[src/ascii_video_stream_parser_defines.svh]
// Assertion macros shared by the parser RTL.
// Expects signals named clk and rst in the scope of each use.
`ifndef ASCII_VIDEO_STREAM_PARSER_DEFINES_SVH
`define ASCII_VIDEO_STREAM_PARSER_DEFINES_SVH

// Same-cycle implication, disabled while in reset.
`define AVSP_ASSERT_NOW(lbl, pre, post) \
  lbl: assert property (@(posedge clk) disable iff (rst) (pre) |-> (post)) \
    else $error("%m: check failed");

// Next-cycle implication, disabled while in reset.
`define AVSP_ASSERT_NEXT(lbl, pre, post) \
  lbl: assert property (@(posedge clk) disable iff (rst) (pre) |=> (post)) \
    else $error("%m: check failed");

`endif

[src/avsp_pkg.sv]
// Shared types and constants of the ASCII-video stream parser.
// No dependencies; avsp_regs, avsp_parser, the top level and the testbench import it.
`default_nettype none

package avsp_pkg;

  // Result kinds
  localparam logic [4:0] KIND_VERSION      = 5'd0;
  localparam logic [4:0] KIND_WIDTH        = 5'd1;
  localparam logic [4:0] KIND_HEIGHT       = 5'd2;
  localparam logic [4:0] KIND_FPS          = 5'd3;
  localparam logic [4:0] KIND_FRAME_COUNT  = 5'd4;
  localparam logic [4:0] KIND_HAS_AUDIO    = 5'd5;
  localparam logic [4:0] KIND_CHARSET_SIZE = 5'd6;
  localparam logic [4:0] KIND_CHARSET_ENT  = 5'd7;
  localparam logic [4:0] KIND_FRAME_START  = 5'd8;
  localparam logic [4:0] KIND_I_PIXEL      = 5'd9;
  localparam logic [4:0] KIND_P_COUNT      = 5'd10;
  localparam logic [4:0] KIND_P_ENTRY      = 5'd11;
  localparam logic [4:0] KIND_AUDIO_FMT    = 5'd12;
  localparam logic [4:0] KIND_AUDIO_LEN    = 5'd13;
  localparam logic [4:0] KIND_AUDIO_BYTE   = 5'd14;
  localparam logic [4:0] KIND_END          = 5'd15;
  localparam logic [4:0] KIND_ERROR        = 5'd16;

  // Error codes
  localparam logic [2:0] ERR_NONE        = 3'd0;
  localparam logic [2:0] ERR_FILE_SIG    = 3'd1;
  localparam logic [2:0] ERR_VERSION     = 3'd2;
  localparam logic [2:0] ERR_CHARSET_SIG = 3'd3;
  localparam logic [2:0] ERR_FRAMES_SIG  = 3'd4;
  localparam logic [2:0] ERR_FRAME_TYPE  = 3'd5;
  localparam logic [2:0] ERR_AUDIO_SIG   = 3'd6;

  // Section signatures, little-endian words
  localparam logic [31:0] SIG_FILE    = 32'h0656_5341;
  localparam logic [31:0] SIG_CHARSET = 32'h1a00_336e;
  localparam logic [31:0] SIG_FRAMES  = 32'h0901_1d1e;
  localparam logic [31:0] SIG_AUDIO   = 32'h1214_ff7f;

  // Frame type bytes
  localparam logic [7:0] FTYPE_I = 8'd0;
  localparam logic [7:0] FTYPE_P = 8'd1;

  // Register file
  localparam int unsigned APB_ADDR_W = 3;
  localparam int unsigned REG_IDX_W  = APB_ADDR_W - 2;
  localparam logic [REG_IDX_W-1:0] REG_MAX_VERSION = '0;
  localparam logic [15:0] MAX_VERSION_RESET = 16'd100;

  typedef struct packed {
    logic [7:0] data_byte;
    logic       restart;
  } avsp_in_t;

  typedef struct packed {
    logic [4:0]  kind;
    logic [31:0] value;
    logic [15:0] pos_x;
    logic [15:0] pos_y;
    logic [31:0] frame_number;
    logic [2:0]  error_code;
  } avsp_out_t;

endpackage

`default_nettype wire

[src/avsp_stream_if.sv]
// Valid/ready stream channel with a typed payload.
// The payload type is set by the instantiating level (avsp_pkg structs).
`default_nettype none

interface avsp_stream_if #(
  parameter type payload_t = logic
);
  logic     valid;
  logic     ready;
  payload_t payload;

  modport source (output valid, output payload, input ready);
  modport sink   (input valid, input payload, output ready);
endinterface

`default_nettype wire

[src/avsp_regs.sv]
// APB-style configuration registers of the stream parser.
// Depends on avsp_pkg.
`default_nettype none

module avsp_regs (
  input  wire logic                            clk,
  input  wire logic                            rst,
  input  wire logic                            psel,
  input  wire logic                            penable,
  input  wire logic                            pwrite,
  input  wire logic [avsp_pkg::APB_ADDR_W-1:0] paddr,
  input  wire logic [31:0]                     pwdata,
  output logic      [31:0]                     prdata,
  output logic                                 pready,
  output logic      [15:0]                     max_version
);
  import avsp_pkg::*;

  logic [REG_IDX_W-1:0] reg_idx;
  logic                 wr_en;

  assign reg_idx = paddr[APB_ADDR_W-1:2];
  assign pready  = 1'b1;
  assign wr_en   = psel && penable && pwrite && pready;

  always_ff @(posedge clk) begin
    if (rst) begin
      max_version <= MAX_VERSION_RESET;
    end else if (wr_en && reg_idx == REG_MAX_VERSION) begin
      max_version <= pwdata[15:0];
    end
  end

  always_comb begin
    if (reg_idx == REG_MAX_VERSION) begin
      prdata = {16'd0, max_version};
    end else begin
      prdata = '0;
    end
  end

endmodule

`default_nettype wire

[src/avsp_parser.sv]
// Byte-at-a-time container parser: input register, parse state, result register.
// Depends on avsp_pkg, avsp_stream_if and the assertion macro header.
`default_nettype none
`include "ascii_video_stream_parser_defines.svh"

module avsp_parser (
  input  wire logic        clk,
  input  wire logic        rst,
  input  wire logic [15:0] max_version,
  avsp_stream_if.sink      in_stream,
  avsp_stream_if.source    out_stream
);
  import avsp_pkg::*;

  typedef enum logic [4:0] {
    PH_FSIG, PH_VER, PH_WID, PH_HEI, PH_FPS, PH_FCNT, PH_HAUD, PH_CSIG,
    PH_CSIZE, PH_CENT, PH_VSIG, PH_FTYPE, PH_IPIX, PH_PCNT, PH_PCHAR, PH_PX,
    PH_PY, PH_ASIG, PH_AFMT, PH_ALEN, PH_ABYTE, PH_DONE, PH_FIN, PH_ERR
  } phase_t;

  typedef struct packed {
    phase_t      phase;
    logic [1:0]  byte_in_field;
    logic [31:0] assembly;
    logic [15:0] frame_width;
    logic [15:0] frame_height;
    logic [31:0] frames_total;
    logic [31:0] frames_done;
    logic        audio_present;
    logic [31:0] items_left;
    logic [15:0] col_counter;
    logic [15:0] row_counter;
    logic [7:0]  entry_char;
    logic [15:0] entry_x;
  } parse_state_t;

  localparam parse_state_t ST_RESET = '{
    phase: PH_FSIG, byte_in_field: 2'd0, assembly: 32'd0,
    frame_width: 16'd0, frame_height: 16'd0, frames_total: 32'd0,
    frames_done: 32'd0, audio_present: 1'b0, items_left: 32'd0,
    col_counter: 16'd0, row_counter: 16'd0, entry_char: 8'd0, entry_x: 16'd0
  };

  // Registers
  logic         s1_valid;
  logic [7:0]   s1_byte;
  logic         s1_restart;
  parse_state_t st;
  logic         out_valid;
  avsp_out_t    out_data;

  // Step logic
  parse_state_t cur;
  parse_state_t st_next;
  avsp_out_t    res;
  logic         emit;
  logic         s1_adv;
  logic         is_take;
  logic         take4;
  logic         fdone;
  logic [31:0]  acc;
  logic [31:0]  pix_count;
  logic         pix_zero;
  logic [31:0]  fd_inc;
  logic [31:0]  left_dec;
  logic [15:0]  col_inc;
  phase_t       after_phase;
  phase_t       ff_phase;
  logic         st_byte_phase;

  assign s1_adv          = s1_valid && (!out_valid || out_stream.ready);
  assign in_stream.ready = !s1_valid || s1_adv;
  assign out_stream.valid   = out_valid;
  assign out_stream.payload = out_data;

  assign cur       = s1_restart ? ST_RESET : st;
  assign acc       = cur.assembly | ({24'd0, s1_byte} << {cur.byte_in_field, 3'b000});
  assign pix_count = {16'd0, cur.frame_width} * {16'd0, cur.frame_height};
  assign pix_zero  = (cur.frame_width == 16'd0) || (cur.frame_height == 16'd0);
  assign fd_inc    = cur.frames_done + 32'd1;
  assign left_dec  = cur.items_left - 32'd1;
  assign col_inc   = cur.col_counter + 16'd1;
  assign after_phase = cur.audio_present ? PH_ASIG : PH_DONE;
  assign ff_phase    = (fd_inc == cur.frames_total) ? after_phase : PH_FTYPE;
  assign fdone       = take4 ? (cur.byte_in_field == 2'd3) : (cur.byte_in_field != 2'd0);

  // Single-byte phases, never entered mid-field
  assign st_byte_phase = st.phase inside {PH_CENT, PH_IPIX, PH_PCHAR, PH_ABYTE, PH_HAUD};

  // Field length of the multi-byte phases
  always_comb begin
    is_take = 1'b1;
    take4   = 1'b0;
    case (cur.phase)
      PH_FSIG, PH_FPS, PH_FCNT, PH_CSIG, PH_VSIG, PH_PCNT, PH_ASIG, PH_ALEN: begin
        take4 = 1'b1;
      end
      PH_VER, PH_WID, PH_HEI, PH_PX, PH_PY: begin
        take4 = 1'b0;
      end
      default: begin
        is_take = 1'b0;
      end
    endcase
  end

  always_comb begin
    st_next = cur;
    emit    = 1'b0;
    res     = '0;

    if (is_take) begin
      if (fdone) begin
        st_next.assembly      = '0;
        st_next.byte_in_field = '0;
      end else begin
        st_next.assembly      = acc;
        st_next.byte_in_field = cur.byte_in_field + 2'd1;
      end
    end

    case (cur.phase)
      PH_FSIG: begin
        if (fdone) begin
          if (acc != SIG_FILE) begin
            st_next.phase = PH_ERR;
            emit = 1'b1; res.kind = KIND_ERROR; res.error_code = ERR_FILE_SIG;
          end else begin
            st_next.phase = PH_VER;
          end
        end
      end
      PH_VER: begin
        if (fdone) begin
          emit = 1'b1;
          if (acc > {16'd0, max_version}) begin
            st_next.phase = PH_ERR;
            res.kind = KIND_ERROR; res.error_code = ERR_VERSION;
          end else begin
            st_next.phase = PH_WID;
            res.kind = KIND_VERSION; res.value = acc;
          end
        end
      end
      PH_WID: begin
        if (fdone) begin
          st_next.frame_width = acc[15:0];
          st_next.phase = PH_HEI;
          emit = 1'b1; res.kind = KIND_WIDTH; res.value = acc;
        end
      end
      PH_HEI: begin
        if (fdone) begin
          st_next.frame_height = acc[15:0];
          st_next.phase = PH_FPS;
          emit = 1'b1; res.kind = KIND_HEIGHT; res.value = acc;
        end
      end
      PH_FPS: begin
        if (fdone) begin
          st_next.phase = PH_FCNT;
          emit = 1'b1; res.kind = KIND_FPS; res.value = acc;
        end
      end
      PH_FCNT: begin
        if (fdone) begin
          st_next.frames_total = acc;
          st_next.phase = PH_HAUD;
          emit = 1'b1; res.kind = KIND_FRAME_COUNT; res.value = acc;
        end
      end
      PH_HAUD: begin
        st_next.audio_present = (s1_byte != 8'd0);
        st_next.phase = PH_CSIG;
        emit = 1'b1; res.kind = KIND_HAS_AUDIO;
        res.value = {31'd0, (s1_byte != 8'd0)};
      end
      PH_CSIG: begin
        if (fdone) begin
          if (acc != SIG_CHARSET) begin
            st_next.phase = PH_ERR;
            emit = 1'b1; res.kind = KIND_ERROR; res.error_code = ERR_CHARSET_SIG;
          end else begin
            st_next.phase = PH_CSIZE;
          end
        end
      end
      PH_CSIZE: begin
        st_next.items_left  = {24'd0, s1_byte};
        st_next.col_counter = '0;
        st_next.phase = (s1_byte == 8'd0) ? PH_VSIG : PH_CENT;
        emit = 1'b1; res.kind = KIND_CHARSET_SIZE; res.value = {24'd0, s1_byte};
      end
      PH_CENT: begin
        st_next.col_counter = col_inc;
        st_next.items_left  = left_dec;
        if (left_dec == 32'd0) begin
          st_next.phase = PH_VSIG;
        end
        emit = 1'b1; res.kind = KIND_CHARSET_ENT; res.value = {24'd0, s1_byte};
        res.pos_x = cur.col_counter;
      end
      PH_VSIG: begin
        if (fdone) begin
          if (acc != SIG_FRAMES) begin
            st_next.phase = PH_ERR;
            emit = 1'b1; res.kind = KIND_ERROR; res.error_code = ERR_FRAMES_SIG;
          end else begin
            st_next.frames_done = '0;
            st_next.phase = (cur.frames_total == 32'd0) ? after_phase : PH_FTYPE;
          end
        end
      end
      PH_FTYPE: begin
        emit = 1'b1;
        if (s1_byte == FTYPE_I) begin
          st_next.items_left  = pix_count;
          st_next.col_counter = '0;
          st_next.row_counter = '0;
          if (pix_zero) begin
            st_next.frames_done = fd_inc;
            st_next.phase = ff_phase;
          end else begin
            st_next.phase = PH_IPIX;
          end
          res.kind = KIND_FRAME_START; res.value = {24'd0, s1_byte};
          res.frame_number = cur.frames_done;
        end else if (s1_byte == FTYPE_P) begin
          st_next.phase = PH_PCNT;
          res.kind = KIND_FRAME_START; res.value = {24'd0, s1_byte};
          res.frame_number = cur.frames_done;
        end else begin
          st_next.phase = PH_ERR;
          res.kind = KIND_ERROR; res.error_code = ERR_FRAME_TYPE;
        end
      end
      PH_IPIX: begin
        if (col_inc >= cur.frame_width) begin
          st_next.col_counter = '0;
          st_next.row_counter = cur.row_counter + 16'd1;
        end else begin
          st_next.col_counter = col_inc;
        end
        st_next.items_left = left_dec;
        if (left_dec == 32'd0) begin
          st_next.frames_done = fd_inc;
          st_next.phase = ff_phase;
        end
        emit = 1'b1; res.kind = KIND_I_PIXEL; res.value = {24'd0, s1_byte};
        res.pos_x = cur.col_counter; res.pos_y = cur.row_counter;
        res.frame_number = cur.frames_done;
      end
      PH_PCNT: begin
        if (fdone) begin
          st_next.items_left = acc;
          if (acc == 32'd0) begin
            st_next.frames_done = fd_inc;
            st_next.phase = ff_phase;
          end else begin
            st_next.phase = PH_PCHAR;
          end
          emit = 1'b1; res.kind = KIND_P_COUNT; res.value = acc;
          res.frame_number = cur.frames_done;
        end
      end
      PH_PCHAR: begin
        st_next.entry_char = s1_byte;
        st_next.phase = PH_PX;
      end
      PH_PX: begin
        if (fdone) begin
          st_next.entry_x = acc[15:0];
          st_next.phase = PH_PY;
        end
      end
      PH_PY: begin
        if (fdone) begin
          st_next.items_left = left_dec;
          if (left_dec == 32'd0) begin
            st_next.frames_done = fd_inc;
            st_next.phase = ff_phase;
          end else begin
            st_next.phase = PH_PCHAR;
          end
          emit = 1'b1; res.kind = KIND_P_ENTRY; res.value = {24'd0, cur.entry_char};
          res.pos_x = cur.entry_x; res.pos_y = acc[15:0];
          res.frame_number = cur.frames_done;
        end
      end
      PH_ASIG: begin
        if (fdone) begin
          if (acc != SIG_AUDIO) begin
            st_next.phase = PH_ERR;
            emit = 1'b1; res.kind = KIND_ERROR; res.error_code = ERR_AUDIO_SIG;
          end else begin
            st_next.phase = PH_AFMT;
          end
        end
      end
      PH_AFMT: begin
        st_next.phase = PH_ALEN;
        emit = 1'b1; res.kind = KIND_AUDIO_FMT; res.value = {24'd0, s1_byte};
      end
      PH_ALEN: begin
        if (fdone) begin
          st_next.items_left = acc;
          st_next.phase = (acc == 32'd0) ? PH_DONE : PH_ABYTE;
          emit = 1'b1; res.kind = KIND_AUDIO_LEN; res.value = acc;
        end
      end
      PH_ABYTE: begin
        st_next.items_left = left_dec;
        if (left_dec == 32'd0) begin
          st_next.phase = PH_DONE;
        end
        emit = 1'b1; res.kind = KIND_AUDIO_BYTE; res.value = {24'd0, s1_byte};
      end
      PH_DONE: begin
        st_next.phase = PH_FIN;
        emit = 1'b1; res.kind = KIND_END;
      end
      default: begin
        // finished or failed: swallow bytes until restart
      end
    endcase
  end

  always_ff @(posedge clk) begin
    if (rst) begin
      s1_valid  <= 1'b0;
      st        <= ST_RESET;
      out_valid <= 1'b0;
    end else begin
      if (in_stream.valid && in_stream.ready) begin
        s1_valid   <= 1'b1;
        s1_byte    <= in_stream.payload.data_byte;
        s1_restart <= in_stream.payload.restart;
      end else if (s1_adv) begin
        s1_valid <= 1'b0;
      end
      if (s1_adv) begin
        st <= st_next;
        out_valid <= emit;
        if (emit) begin
          out_data <= res;
        end
      end else if (out_stream.ready) begin
        out_valid <= 1'b0;
      end
    end
  end

  `AVSP_ASSERT_NEXT(a_err_sticks, s1_adv && emit && res.kind == KIND_ERROR, st.phase == PH_ERR)
  `AVSP_ASSERT_NOW(a_err_silent, s1_adv && !s1_restart && st.phase == PH_ERR, !emit)
  `AVSP_ASSERT_NOW(a_fin_silent, s1_adv && !s1_restart && st.phase == PH_FIN, !emit)
  `AVSP_ASSERT_NOW(a_byte_phase_aligned, st_byte_phase, st.byte_in_field == 2'd0)
  `AVSP_ASSERT_NEXT(a_stall_holds_state, s1_valid && !s1_adv, $stable(st) && s1_valid)

endmodule

`default_nettype wire

[src/ascii_video_stream_parser.sv]
// Top level of the ASCII-video container stream parser (uses avsp_pkg,
// avsp_stream_if, avsp_regs and avsp_parser).
// A byte request is accepted into the input register; its result request leaves from the result register.
// Throughput: one byte per cycle while the result side is ready, set by the parse step.
// Reset (rst, synchronous): parse restarts at the file signature, max_version = 100.
`default_nettype none

module ascii_video_stream_parser (
  input  wire logic                            clk,
  input  wire logic                            rst,
  // configuration port
  input  wire logic                            psel,
  input  wire logic                            penable,
  input  wire logic                            pwrite,
  input  wire logic [avsp_pkg::APB_ADDR_W-1:0] paddr,
  input  wire logic [31:0]                     pwdata,
  output logic      [31:0]                     prdata,
  output logic                                 pready,
  // byte requests in (payload avsp_in_t), result requests out (avsp_out_t)
  avsp_stream_if.sink                          in_stream,
  avsp_stream_if.source                        out_stream
);
  import avsp_pkg::*;

  // Version limit; the user must write it only while the parser is idle, which the block does not enforce.
  logic [15:0] max_version;

  avsp_regs u_regs (
    .clk         (clk),
    .rst         (rst),
    .psel        (psel),
    .penable     (penable),
    .pwrite      (pwrite),
    .paddr       (paddr),
    .pwdata      (pwdata),
    .prdata      (prdata),
    .pready      (pready),
    .max_version (max_version)
  );

  // Parser: an input register holds one byte request, the parse step
  // updates all counters and the field assembly, and the result
  // register lets a new byte enter while a result waits.
  // A byte that completes no field, or a correct signature, gives no result.
  // Errors park the parse until a byte with restart set arrives.
  avsp_parser u_parser (
    .clk         (clk),
    .rst         (rst),
    .max_version (max_version),
    .in_stream   (in_stream),
    .out_stream  (out_stream)
  );

endmodule

`default_nettype wire

[src/flat_wrapper.sv]
// flat-port wrapper written by rule: the top's interface ports become plain ports
module ascii_video_stream_parser_flat import avsp_pkg::*;
  (clk, rst, psel, penable, pwrite, paddr, pwdata, prdata, pready, in_stream_valid, in_stream_payload, in_stream_ready, out_stream_valid, out_stream_payload, out_stream_ready);
  avsp_stream_if #(.payload_t(avsp_in_t)) in_stream_i ();
  avsp_stream_if #(.payload_t(avsp_out_t)) out_stream_i ();
  input  wire logic clk;
  input  wire logic rst;
  input  wire logic psel;
  input  wire logic penable;
  input  wire logic pwrite;
  input  wire logic [avsp_pkg::APB_ADDR_W-1:0] paddr;
  input  wire logic [31:0] pwdata;
  output logic      [31:0] prdata;
  output logic pready;
  input wire logic [$bits(in_stream_i.valid)-1:0] in_stream_valid;
  input wire logic [$bits(in_stream_i.payload)-1:0] in_stream_payload;
  output wire logic [$bits(in_stream_i.ready)-1:0] in_stream_ready;
  output wire logic [$bits(out_stream_i.valid)-1:0] out_stream_valid;
  output wire logic [$bits(out_stream_i.payload)-1:0] out_stream_payload;
  input wire logic [$bits(out_stream_i.ready)-1:0] out_stream_ready;
  assign in_stream_i.valid = in_stream_valid;
  assign in_stream_i.payload = in_stream_payload;
  assign in_stream_ready = in_stream_i.ready;
  assign out_stream_valid = out_stream_i.valid;
  assign out_stream_payload = out_stream_i.payload;
  assign out_stream_i.ready = out_stream_ready;
  ascii_video_stream_parser u_core (.clk(clk), .rst(rst), .psel(psel), .penable(penable), .pwrite(pwrite), .paddr(paddr), .pwdata(pwdata), .prdata(prdata), .pready(pready), .in_stream(in_stream_i), .out_stream(out_stream_i));
endmodule
[config.mk]
export PLATFORM = sky130hd
export DESIGN_NAME = ascii_video_stream_parser_flat
export DESIGN_NICKNAME = d
export VERILOG_FILES = /design/src/avsp_pkg.sv /design/src/avsp_stream_if.sv /design/src/avsp_regs.sv /design/src/avsp_parser.sv /design/src/ascii_video_stream_parser.sv /design/src/flat_wrapper.sv
export VERILOG_INCLUDE_DIRS = /design/src /design/src/src
export SDC_FILE = /design/constraint.sdc
export NUM_CORES = 2
export LEC_CHECK = 0
export BUFFER_PORTS_ARGS = -buffer_cell sky130_fd_sc_hd__buf_2
export CAP_MARGIN = 20
export CORE_ASPECT_RATIO = 1.1
export CORE_UTILIZATION = 40
export CTS_BUF_LIST = sky130_fd_sc_hd__clkbuf_2 sky130_fd_sc_hd__clkbuf_4 sky130_fd_sc_hd__clkbuf_8
export CTS_CLUSTER_SIZE = 12
export DETAILED_ROUTE_END_ITERATION = 7
export SLEW_MARGIN = 5
export SYNTH_ARGS = -nofsm -noshare
export SYNTH_HDL_FRONTEND = slang
export SYNTH_SLANG_ARGS = --single-unit
[constraint.sdc]
create_clock -name clk -period 16.95 [get_ports clk]
set_input_delay 1.695 -clock clk [delete_from_list [all_inputs] [get_ports clk]]
set_output_delay 1.695 -clock clk [all_outputs]
set_load 0.01 [all_outputs]
# After elaboration in Yosys (flattened, before gate mapping)
# Cells that the tools add are included.
# totals
reg_bits	355
latchBits	0
ramBits	0
rom_bits	0
out_inout_bits	139
word_cells	217
mem_count	0
# op_classes
add_sub_neg	5
n_mul	1
div	0
n_lt_le_gt_ge	2
n_eq_ne	28
shift	1
muxes	122
n_bitwise	3
n_reduce_logical	31
# op_table
op	n
32-bit two-way mux	16
32-bit case mux with 11 select lines	1
32-bit case mux with 5 select lines	2
224-bit two-way mux	1
5-bit two-way mux	37
16-bit two-way mux	9
34-bit two-way mux	4
32-bit case mux with 4 select lines	1
5-bit case mux with 22 select lines	1
100-bit two-way mux	1
5-bit case mux with 20 select lines	1
32-bit logical NOT	3
16-bit case mux with 2 select lines	3
37-bit two-way mux	2
36-bit two-way mux	2
64-bit two-way mux	1
32-bit by 29-bit != test with 1-bit output (second input constant)	2
16-bit case mux with 4 select lines	1
5-bit by 4-bit equality test with 1-bit output (second input constant)	8
35-bit two-way mux	1
33-bit two-way mux	1
16-bit by 1-bit adder with 16-bit output (second input constant)	2
32-bit by 1-bit adder with 32-bit output (second input constant)	1
32-bit equality test	1
37 further kinds	91

# Longest topological paths before layout
# depth
ltp_word	8
ltp_mapped	37
depth_no_buf	25

# By module
# Synthesis repeated with hierarchy kept, for this count alone.
# hier_totals
cells_unflattened	3618
area_unflattened_um2	29891.2
# by_module_without_submodules
module	instances	cells_per_inst	area_each_um2	seq_area_each_um2
avsp_parser	1	3512	28919.0	7917.6
avsp_regs	1	106	972.2	320.3

# Worst setup path after synthesis
# Ideal clock, no wire load.
# synth_timing
path_kind	register to register
startpoint	reg u_core.u_parser.s1_restart
endpoint	reg u_core.u_parser.st[80] (netlist name)
setup_time_ns	0.113
arrival_ns	8.147
t_required_ns	16.837
slack_ns	8.690
stages_incl_launch_ff	35
n_path_buf	12
path_cell_list	edfxtp_1 -> buf_2 -> buf_2 -> buf_2 -> buf_2 -> buf_2 -> buf_2 -> clkbuf_1 -> clkbuf_1 -> buf_2 -> buf_1 -> clkbuf_1 -> nor2b_1 -> clkbuf_1 -> nand2_1 -> fa_1 -> fa_1 -> inv_1 -> fa_1 -> fa_1 -> fa_1 -> inv_1 -> fa_1 -> inv_1 -> ha_1 -> inv_1 -> nor3_1 -> nand3_1 -> o211ai_1 -> o22a_1 -> mux2i_1 -> nor2_1 -> a2111oi_0 -> a211o_1 -> nand2_1
# synth_via
elab_chain_cells	7
word_cells_on_any_way	30
# synth_lines
element	line_no	rtl
from (decl)	avsp_parser.sv:47	logic s1_restart;
from (signal assigned)	avsp_parser.sv:337	s1_restart <= in_stream.payload.restart;
224-bit two-way mux (*)	avsp_parser.sv:76	assign cur = s1_restart ? ST_RESET : st;
parallel branches: the longest is 5 deep, another holds 16-bit by 16-bit multiplier with 32-bit output	--	
32-bit case mux with 5 select lines (*)	avsp_parser.sv:122	case (cur.phase)
to (signal assigned)	avsp_parser.sv:342	st <= st_next;
to (decl)	avsp_parser.sv:48	parse_state_t st;
# Mark *: on every way between the ends.
# A chain may end at the register's enable or synchronous reset.

# Worst setup path in the final report
# layout_timing
startpoint	reg u_core.u_parser.s1_restart
endpoint	reg u_core.u_parser.st[85] (netlist name)
# The elaborated chain is that of the path after synthesis.

==> run metrics <==
outcome=finished clean; clock skew=about 0.023 ns; final WL=109,700 um; final hold violations=0; Post CTS Setup Buffer Count=0; width of the die=263.0 um; unrepaired setup endpoints after global routing=false; Placeable Area=73,650 um2; VDD IR max=0.00005524 V; period utilisation layout=45.07%; CTS tree=yes; register area=8238 um2; Die Y=289.1 um; Synth area leaders=dfxtp_1, fa_1, edfxtp_1; Slowest-stage cell, CP=nor2b_1; Remaining Overflow, GRT=0; Top FF cell, synth=dfxtp_1; Post-synth ARST share=0%; crit path cell chain=nor2b_1 > and2_1 > fa_1 > inv_1 > fa_1 > fa_1 > fa_1 > inv_1 > fa_1 > inv_1 > fa_1 > inv_1 > ha_1 > a21o_1 > a21o_1 > o21ai_0 > a31oi_1 > a211oi_1 > o21ai_0 > a31oi_1 > xnor2_1 > a31oi_1 > nor2_1; crit-path max cell delay=0.89 ns; average cell area after synthesis=8.079 um2; synth warn=0; Setup Viol. Count Final=0; I/O pin count=190; die area=76,010 um2; Root Buffer=clkbuf_8; first-pass GRT wire length=~170,000 um; CP startpoint kind=flip-flop; Top cell by count, worst path=fa_1; Hold WC Path Type=reg -> reg; Netlist cell types=91; Worst Max-Slew Pin Slew=1.139 ns; Post-synth EDFFs=113; GR Util All Layers=28.31%; vias in the first global route=26,900; Final Util=44.83%; Setup TNS Final=0 ns; area of the multi-input gates=just under 20,000 um2; fin. max-slew vios=0; maxcap violations=0; Placer Congestion=approximately 0.97; sequential-to-total area share from yosys stat=27.49%; total power draw=0.002050 W; clock sinks=355; TritonCTS Buffers=between 60 and 70; H-Tree Depth=2; final worst hold slack=0.4511 ns; WP data required=between 15 and 20 ns; row count=104; Clock Path Buffers=3; hpwl dp=78,510 um; WS Path Type=reg -> reg; insertion delay to the later sink of the worst-skew pair=0.70 ns; largest net degree at the start of global routing=95; most frequent cells in the layout=nand2_1, nor2_1, inv_1, dfxtp_1, a21oi_1; Resized Gates After CTS=0; initial antenna violation count=7; CP max FO=15; initial core utilization=40.69%; R2R setup slack=9.31 ns; via count=28,380; Clock Pin Slew Worst Setup and Hold Paths=0.06 ns; Layout area overhead=10.19%; Synth top area share=between 15 and 20%; Fillers=7,466; Leak=about 13 nW; 1st-pass router iterations=7; PwrDens=62.08 nW/um2; fin crit period=7.639 ns; DR DRC count=0; Cell Area, Synth=29,960 um2; synthesized flop and latch total=355; Layout Nets=4,131; Max Fclk=around 0.13 GHz; area leader, netlist=dfxtp_1; Worst slew margin=24.06%; Final ANT Viol Nets=0; 1st-iter DRT viols=3,060; I/O Buffers=154; wire length per cell=23.05 um; Worst Path Buf+Inv=4; DR vias/cell=slightly below 6; share of cells above drive strength 1=10.71%; Post-Synthesis Cells=3,709; WP data arrival=8.17 ns; Worst Setup End Kind=flip-flop; critical path's top delay family=adder cells; hold_buf cts=0
[sequential cells by signal, indices dropped and copies added (netlist names)]
register / cells
u_core.u_parser.st: 224
u_core.u_parser.s1_byte: 8
u_core.u_parser.s1_restart: 1
u_core.u_regs.max_version: 16
u_core.u_parser.out_stream.valid: 1
u_core.u_parser.out_stream.payload: 104
u_core.u_parser.s1_valid: 1
[per-stage QoR]
step                worst slack (ns)  cell area, um2  cells
floorplan                      8.690           30020   3724
global placement               9.359           31540   4638
detailed placement             9.359           31550   4639
CTS                            9.316           33010   4755
global route                   8.774           33010   4757
finish                         9.311           33020   4760
[worst paths after layout]
check,startpoint,depth (start not counted),endpoint
max reg2reg,u_core.u_parser.s1_restart,23,u_core.u_parser.st[85]
min reg2reg,u_core.u_regs.max_version[9],2,u_core.u_regs.max_version[9]
min,u_core.u_regs.max_version[9],2,u_core.u_regs.max_version[9]
max,u_core.u_parser.s1_restart,23,u_core.u_parser.st[85]
[cell type report]
class                   count  share of cell area [%]
diodes                      5                 0.03789
clock buffers              95                   3.448
clock inverters            21                  0.9739
inverters                 289                   3.289
multi-input cells        2806                   59.44
flip-flops and latches    355                   24.95
well taps                 954                   3.615
repair buffers            235                   4.244
[power breakdown]
| part | leakage, nW | switching (W) | total (W) | internal, W |
|---|---|---|---|---|
| Clock | 0.773 | 0.000397 | 0.000948 | 0.000552 |
| Combinational | 9.43 | 0.000152 | 0.000206 | 0.0000535 |
| Sequential | 2.80 | 0.0000135 | 0.000896 | 0.000882 |
[tightest hold or removal path, cell delays in order, from the launching register on]
cell,delay [ns]
dfxtp_1,0.31
nand2_1,0.05
a21oi_1,0.05
[logic make-up after synthesis]
family,count (synthesis),synth area share [%]
other cells,2,0.02506
simple gates,1490,24.17
buf+inv,563,7.499
xor+xnor,78,2.280
compound gates,866,19.03
mux,22,0.7516
fa+ha+maj,333,18.76
flops,355,27.49
[Yosys cell counts, drive strengths merged, types with 11 or more instances]
cell,count
or4,23
nand2,418
nor2,422
mux2i,18
a22oi,154
or3,29
o21ai,196
dfxtp,242
xor2,27
nand3b,19
a22o,30
and2,133
nor4,61
xnor2,51
o22ai,12
o31ai,19
nand3,68
a21oi,199
clkbuf,211
a31oi,41
buf,63
a21o,38
nor3,85
ha,138
nand2b,28
o211ai,15
a211oi,19
and3,20
nand4,44
inv,286
nor2b,95
or2,12
a221oi,13
edfxtp,113
a311oi,11
fa,194
[metal layers]
metal	GRT usage [%]	routed length (um)	vias up
li1	-	-	12990
met1	37.51	46210	13830
met2	46.59	50660	1297
met3	4.088	8357	264
met4	11.21	4457	2
met5	0	13	-
(Power assumes the default switching activity.)
